**src/design/cicm_pkg.sv**
```systemverilog
// ----------------------------------------------------------------------------
// cicm_pkg
// Shared types and constants for the cloud-in-cell mesh deposit block.
// ----------------------------------------------------------------------------
package cicm_pkg;

    localparam int MESH_SIZE = 32;
    localparam int IDX_W     = $clog2(MESH_SIZE);
    localparam int ADDR_W    = 3 * IDX_W;
    localparam int CELLS     = MESH_SIZE * MESH_SIZE * MESH_SIZE;
    localparam int W_W       = 17;

    localparam logic [31:0] CELL_MINUS_ONE = 32'hFFFF_0000;
    localparam logic [16:0] WEIGHT_ONE     = 17'h1_0000;

    localparam logic [2:0] CMD_CLEAR   = 3'd0;
    localparam logic [2:0] CMD_DEPOSIT = 3'd1;
    localparam logic [2:0] CMD_INTERP  = 3'd2;
    localparam logic [2:0] CMD_WRITE   = 3'd3;
    localparam logic [2:0] CMD_READ    = 3'd4;

    localparam logic [1:0] ST_OK    = 2'd0;
    localparam logic [1:0] ST_RANGE = 2'd1;
    localparam logic [1:0] ST_SAT   = 2'd2;

    localparam logic [2:0] REG_MESH_SIZE   = 3'd0;
    localparam logic [2:0] REG_MESH_SCALE  = 3'd1;
    localparam logic [2:0] REG_MASS_FACTOR = 3'd2;
    localparam logic [2:0] REG_SLAB_START  = 3'd3;
    localparam logic [2:0] REG_SLAB_WIDTH  = 3'd4;

    typedef struct packed {
        logic [2:0]         command;
        logic signed [31:0] pos_x;
        logic signed [31:0] pos_y;
        logic signed [31:0] pos_z;
        logic [4:0]         cell_x;
        logic [4:0]         cell_y;
        logic [4:0]         cell_z;
        logic signed [31:0] cell_value;
    } cicm_req_t;

    typedef struct packed {
        logic signed [31:0] value;
        logic [1:0]         status;
    } cicm_rsp_t;

    // effective configuration seen by the datapath
    typedef struct packed {
        logic [31:0] scale;
        logic [9:0]  mass;
        logic [4:0]  start;
        logic [6:0]  width;   // 0..MESH_SIZE
        logic [6:0]  n;       // 2..MESH_SIZE
    } cicm_cfg_t;

    // classified job passed from front to back
    typedef struct packed {
        logic [2:0]       command;
        logic [1:0]       xok;
        logic             bad;
        logic [IDX_W-1:0] x0, x1, y0, y1, z0, z1;
        logic [W_W-1:0]   wx0, wx1, wy0, wy1, wz0, wz1;
        logic [31:0]      cell_value;
    } cicm_job_t;

    typedef struct packed {
        logic valid;
        logic full;
    } cicm_qstat_t;

endpackage

```
**src/design/cicm_queue.sv**
```systemverilog
// ----------------------------------------------------------------------------
// cicm_queue
// Two-entry job queue between the front and the back.
// ----------------------------------------------------------------------------
module cicm_queue (
    input  logic                  clk,
    input  logic                  rst_n,
    input  logic                  push,
    input  cicm_pkg::cicm_job_t   push_data,
    input  logic                  pop,
    output cicm_pkg::cicm_job_t   head,
    output cicm_pkg::cicm_qstat_t stat
);
    import cicm_pkg::*;

    cicm_job_t  entry_reg [2];
    logic       wr_ptr_reg, rd_ptr_reg;
    logic [1:0] count_reg;

    assign stat.valid = (count_reg != 2'd0);
    assign stat.full  = (count_reg == 2'd2);
    assign head       = entry_reg[rd_ptr_reg];

    // advance pointers and fill count
    always_ff @(posedge clk or negedge rst_n)
    begin
        if (!rst_n)
        begin
            wr_ptr_reg <= 1'b0;
            rd_ptr_reg <= 1'b0;
            count_reg  <= 2'd0;
        end
        else
        begin
            if (push)
                wr_ptr_reg <= !wr_ptr_reg;
            if (pop)
                rd_ptr_reg <= !rd_ptr_reg;
            count_reg <= count_reg + {1'b0, push} - {1'b0, pop};
        end
    end

    // store pushed job
    always_ff @(posedge clk)
    begin
        if (push)
            entry_reg[wr_ptr_reg] <= push_data;
    end

endmodule

```
**config.mk**
```make
export PLATFORM = sky130hd
export DESIGN_NAME = cicm_queue
export DESIGN_NICKNAME = d
export VERILOG_FILES = /design/src/design/cicm_pkg.sv /design/src/design/cicm_queue.sv
export SDC_FILE = /design/constraint.sdc
export NUM_CORES = 1
export LEC_CHECK = 0
export BUFFER_PORTS_ARGS = -buffer_cell sky130_fd_sc_hd__buf_2
export CORE_MARGIN = 1
export CORE_UTILIZATION = 52
export CTS_CLUSTER_SIZE = 20
export DETAILED_ROUTE_END_ITERATION = 6
export PLACE_DENSITY_LB_ADDON = 0.15
export SLEW_MARGIN = 15
export SYNTH_ARGS = -nofsm -noshare
export SYNTH_HDL_FRONTEND = slang
export SYNTH_SLANG_ARGS = --single-unit
```
**constraint.sdc**
```tcl
create_clock -name clk -period 9.7 [get_ports clk]
set_input_delay 1.94 -clock clk [delete_from_list [all_inputs] [get_ports clk]]
set_output_delay 1.94 -clock clk [all_outputs]
set_load 0.05 [all_outputs]
```
==> results of run 1 <==
[power by group through the flow]
stage | Clock [mW] | Sequential (mW) | Combinational (mW)
6_report | 1.21 | 2.09 | 2.28
5_1_grt | 1.29 | 2.12 | 2.37
4_1_cts | 1.24 | 2.10 | 2.30
3_5_place_dp | 0 | 2.13 | 2.30
3_3_place_gp | 0 | 2.11 | 2.27
2_1_floorplan | 0 | 2.10 | 1.92
[cell usage after synthesis]
library cell | number | area share
mux2_2 | 80 | 0.070
or2_2 | 1 | 0.00049
xor3_1 | 1 | 0.0019
buf_6 | 11 | 0.0097
dfrtp_1 | 4 | 0.0078
mux2_4 | 90 | 0.11
xor2_1 | 2 | 0.0014
ha_1 | 2 | 0.0020
buf_2 | 8 | 0.0031
edfxtp_1 | 340 | 0.80
nor2b_1 | 2 | 0.00098
and2_1 | 1 | 0.00049
inv_1 | 2 | 0.00059
[worst paths after layout]
path / startpoint / endpoint / slack (ns) / depth (start not counted)
worst min register to register: wr_ptr_reg$_DFFE_PN0P_ / wr_ptr_reg$_DFFE_PN0P_ / 0.58 / 1
worst min-delay path: wr_ptr_reg$_DFFE_PN0P_ / wr_ptr_reg$_DFFE_PN0P_ / 0.58 / 1
worst max register to register: wr_ptr_reg$_DFFE_PN0P_ / entry_reg[1][1]$_DFFE_PP_ / 6.64 / 3
worst max-delay path: rd_ptr_reg$_DFFE_PN0P_ / head[49] / 4.78 / 3
min in group asynchronous: rst_n / wr_ptr_reg$_DFFE_PN0P_ / 1.25 / 1
max in group asynchronous: rst_n / rd_ptr_reg$_DFFE_PN0P_ / 8.32 / 1
[critical path: stages (launching register included)]
cell and delay [ns]:
dfrtp_4 1.02, buf_12 0.58, mux2_2 0.42, buf_2 0.21
[stage by stage]
stage	cell area (µm²)	power (mW)	utilization	hold WS, ns	setup slack, ns
floorplan	12830	4.020	-	0.4731	2.893
global placement	14860	4.382	0.6130	0.5316	5.072
detailed placement	14860	4.426	0.6130	0.5754	4.954
CTS	15910	5.642	0.6560	0.5798	4.801
global route	15920	5.784	0.6564	0.5904	4.698
finish	15920	5.587	0.6564	0.5804	4.782
[routing by layer]
layer  global-route usage  routed length [µm]
met5                    0                   0
met4              0.07736                 825
met3              0.05262                1803
met2               0.3317               12360
met1               0.2213                9163
[cell families (layout without fill, tap and decap cells)]
group	count (synthesis)	in the layout
xor+xnor	3	3
simple gates	4	4
mux	170	170
other cells	0	4
flops	344	344
fa+ha+maj	2	2
buf+inv	21	416
[final cells by class]
| type | instances | area share |
|---|---|---|
| clock buffer | 52 | 0.06234 |
| sequential | 344 | 0.6480 |
| clock inverter | 11 | 0.003144 |
| antenna | 4 | 0.0006289 |
| multi-input combinational | 179 | 0.1479 |
| timing repair buffer | 351 | 0.1121 |
| tap | 324 | 0.02547 |
| inverter | 2 | 0.0004717 |
==> metrics.txt, run 1 <==
hpwl dp=16.15 mm; Layout Cells excl Fill=1267; first-pass GRT wire length=36.76 mm; Worst Tran Pin Value=0.9115 ns; initial core utilization=0.5289; drt first pass iters=4; P&R area growth vs syn=24.11%; slew margin rel.=0.3923; Vias=6374; Largest register FFs=340; post-CTS setup buffers=0; clock root buffer=clkbuf_16; GRT Residual Overflow=0; status=finished, final reports clean; Crit Path Class=flip-flop to output port; startpoint types=flip-flop; GRT Total Usage=0.1898; multiplexer share of the synthesized area=0.1756; layout cells sized above 1=0.6049; CTS HTree Levels=2; Netlist cell types=13; die height=159.0 µm; setup violators final=0; internal power=3.364 mW; Layout Skew=0.007601 ns; Syn Inst Count=544; Post-Syn Area=0.01282 mm²; most common cell after layout, fill and taps aside=buf_2; sequential area share after synthesis=0.8039; Vias/cell=5.031; Total Negative Setup Slacks=0 ns; placed instance count=1200; Ports=346; Synth Area in XOR/XNOR=0.003220; unrepaired setup endpoints after global routing=false; largest net degree at the start of global routing=108; CTS resizes=0; clk slew on worst S/H paths=0.06 ns; Sw Pwr=2.224 mW; Placer Congestion=0.7851; DR WL/cell=19.06 µm; largest family of logic cells by synthesized area=multiplexers; syn_nets=720; HP Class=flip-flop to flip-flop; fin nets=1089; Core Area=0.02425 mm²; Sequential Power Share=0.375; Comb power frac=0.409; Crit path arrival time=2.98 ns; Pwr Density=351.0 mW/mm²; number of buffers created by CTS=35; Compound-Gate Fraction of Synth Area=0; maxcap violations=0; Leak=6.253 nW; fin crit period=4.918 ns; sequential cell area=0.01031 mm²; Clk network pwr share=0.216; fillers=1669; FMAX=0.2033 GHz; Placement Rows=57; YS warnings=0; Die Width=159.0 µm; Avg Cell Area, Syn=23.58 µm²; Final Hold Viols=0; Worst-Skew Late Latency=0.49 ns; Crit. End Element=output port; total wire length=24.15 mm; multi-input logic area=0.002354 mm²; Max Fanout on Critical Path=107; simple-gate share of the synthesized area=0.001951; IR drop worst, VDD=287.7 µV; Sw Ratio=0.3980; Final Max Slew Viols=0; Routed Antenna Nets=0; clk buf depth=3; clk sinks=344; final worst-path cycle share=0.5070; Synth Area in Adders=0.001951; initial antenna violation count=4; CTS tree=built; # hold bufs at CTS=0; Crit path required time=7.76 ns; drt initial violations=386; Yosys reg bits=344; Remaining DRCs=0; die area=0.02530 mm²; most frequent cells in the layout=buf_2 (345), edfxtp_1 (340), mux2_4 (90); vias in the first global route=6784; # port buffers=345
Power figures use the tool's default switching activity.
==> inputs of run 2 (changes only) <==
- clock period: 9.7 -> 4.6 ns (I/O delays scaled with it)
==> metrics.txt, run 2 (synthesis results as in run 1) <==
status=finished, final reports clean; number of buffers created by CTS=35 (unchanged); Leak=6.331 nW (+1.2%); final worst-path cycle share=0.7482; Die Width=159.0 µm (unchanged); first-pass GRT wire length=36.71 mm (-0.11%); IR drop worst, VDD=475.8 µV (+65%); drt first pass iters=4 (unchanged); DR WL/cell=19.00 µm (-0.31%); GRT Residual Overflow=0 (unchanged); Crit path arrival time=2.52 ns (-0.46 ns); startpoint types=flip-flop; fin nets=1091 (+0.18%); multi-input logic area=0.002354 mm² (unchanged); Routed Antenna Nets=0 (unchanged); Max Fanout on Critical Path=69 (-36%); worst reg2reg path endpoint=entry_reg[1][112]$_DFFE_PP_; post-layout util=0.6638 (+0.007379); Remaining DRCs=0 (unchanged); met3 wire length=2.250 mm (+25%); most common cell after layout, fill and taps aside=buf_2; max layer used=met5; fin crit period=3.442 ns; Final Hold Viols=0 (unchanged); Crit Path Class=flip-flop to output port; # hold bufs at CTS=0 (unchanged); FMAX=0.2905 GHz; unrepaired setup endpoints after global routing=false; Crit path required time=3.68 ns (-4.08 ns); Total Negative Setup Slacks=0 ns (unchanged); R2R cell count=2 (-1); Largest register FFs=340 (unchanged); clk sinks=344 (unchanged); clock root buffer=clkbuf_16; Placer Congestion=0.8075 (+2.9%); die height=159.0 µm (unchanged); total wire length=24.13 mm (about the same); RR Startpoint=wr_ptr_reg$_DFFE_PN0P_; hpwl dp=16.55 mm (+2.5%); sequential cell area=0.01031 mm² (unchanged); Worst-Skew Late Latency=0.50 ns (about the same); P&R area growth vs syn=25.50%; maxcap violations=0 (unchanged); Crit. End Element=output port; CTS tree=built; vias in the first global route=6715 (-1.0%); Layout Skew=0.007126 ns (-0.0004747 ns); DRT met1 WL=9.178 mm (+0.16%); Vias=6358 (-0.25%); drt initial violations=343 (-11%); Pwr Density=743.4 mW/mm² (+110%); Reg2Reg Setup Slack=2.50 ns (-4.14 ns); die area=0.02530 mm² (unchanged); CTS HTree Levels=2 (unchanged); Final Max Slew Viols=0 (unchanged); WL met2=12.20 mm (-1.3%); slew margin rel.=0.3024 (-0.08997); Worst Tran Pin Value=1.046 ns (+0.1349 ns); clk slew on worst S/H paths=0.06 ns (about the same); initial core utilization=0.5289 (unchanged); Ports=346 (unchanged); most frequent cells in the layout=buf_2 (345), edfxtp_1 (340), mux2_4 (90); setup violators final=0 (unchanged); # port buffers=345 (unchanged); GRT Total Usage=0.1900 (+0.0002417); clk buf depth=3 (unchanged); Placement Rows=57 (unchanged); fillers=1681 (+0.72%); HP Class=primary input to async pin; largest net degree at the start of global routing=74 (-31%); CTS resizes=0 (unchanged); initial antenna violation count=9 (+5); Vias/cell=5.006 (-0.49%); post-CTS setup buffers=0 (unchanged); Core Area=0.02425 mm² (unchanged); layout cells sized above 1=0.6096 (+0.004676)
-- run 2: worst max path at each step --
stage | start | to | slack (ns) | cells past startpoint
global placement | rd_ptr_reg$_DFFE_PN0P_ | head[169] | 1.68 | 3
finish | rd_ptr_reg$_DFFE_PN0P_ | head[169] | 1.16 | 3
floorplan | push | entry_reg[0][0]$_DFFE_PP_ | 0.70 | 1
detailed placement | rd_ptr_reg$_DFFE_PN0P_ | head[169] | 1.65 | 3
CTS | rd_ptr_reg$_DFFE_PN0P_ | head[169] | 1.11 | 3
global route | rd_ptr_reg$_DFFE_PN0P_ | head[169] | 1.03 | 3
-- run 2: routing by layer --
layer,vias up,track usage
li1,2929,-
met1,3111,0.2243
met2,264,0.3278
met3,46,0.07033
met4,8,0.05114
met5,-,0
-- run 2: metrics by stage --
| step | std cells | area, µm² | total power [mW] | hold slack [ns] | setup WS [ns] |
|---|---|---|---|---|---|
| after floorplan | 544 | 12830 | 8.422 | 0.5083 | 0.6976 |
| after global placement | 1201 | 14950 | 9.283 | 0.5278 | 1.680 |
| after detailed placement | 1201 | 14950 | 9.371 | 0.5482 | 1.651 |
| after CTS | 1263 | 16050 | 12.08 | 0.2116 | 1.113 |
| after global routing | 1266 | 16090 | 12.40 | 0.2105 | 1.031 |
| final | 1270 | 16100 | 11.97 | 0.2314 | 1.158 |
-- run 2: worst max-delay path, stage by stage, from the launching register on --
cell and delay, ns:
dfrtp_4 0.87, buf_12 0.48, mux2_2 0.40, buf_2 0.21
-- run 2: layout make-up --
| cell class | count | share of cell area |
|---|---|---|
| clock inverters | 16 | 0.009095 |
| clock buffers | 46 | 0.05962 |
| flip-flops and latches | 344 | 0.6408 |
| well taps | 324 | 0.02519 |
| repair buffers | 353 | 0.1177 |
| inverters | 2 | 0.0004664 |
| multi-input cells | 179 | 0.1462 |
| diodes | 6 | 0.0009328 |
-- run 2: power breakdown --
group | switching [mW] | leakage (nW) | total (mW) | internal (mW)
logic | 3.40 | 2.55 | 4.88 | 1.48
registers | 0.226 | 3.24 | 4.38 | 4.16
clock network | 1.07 | 0.543 | 2.70 | 1.63
total | 4.69 | 6.33 | 12.0 | 7.27
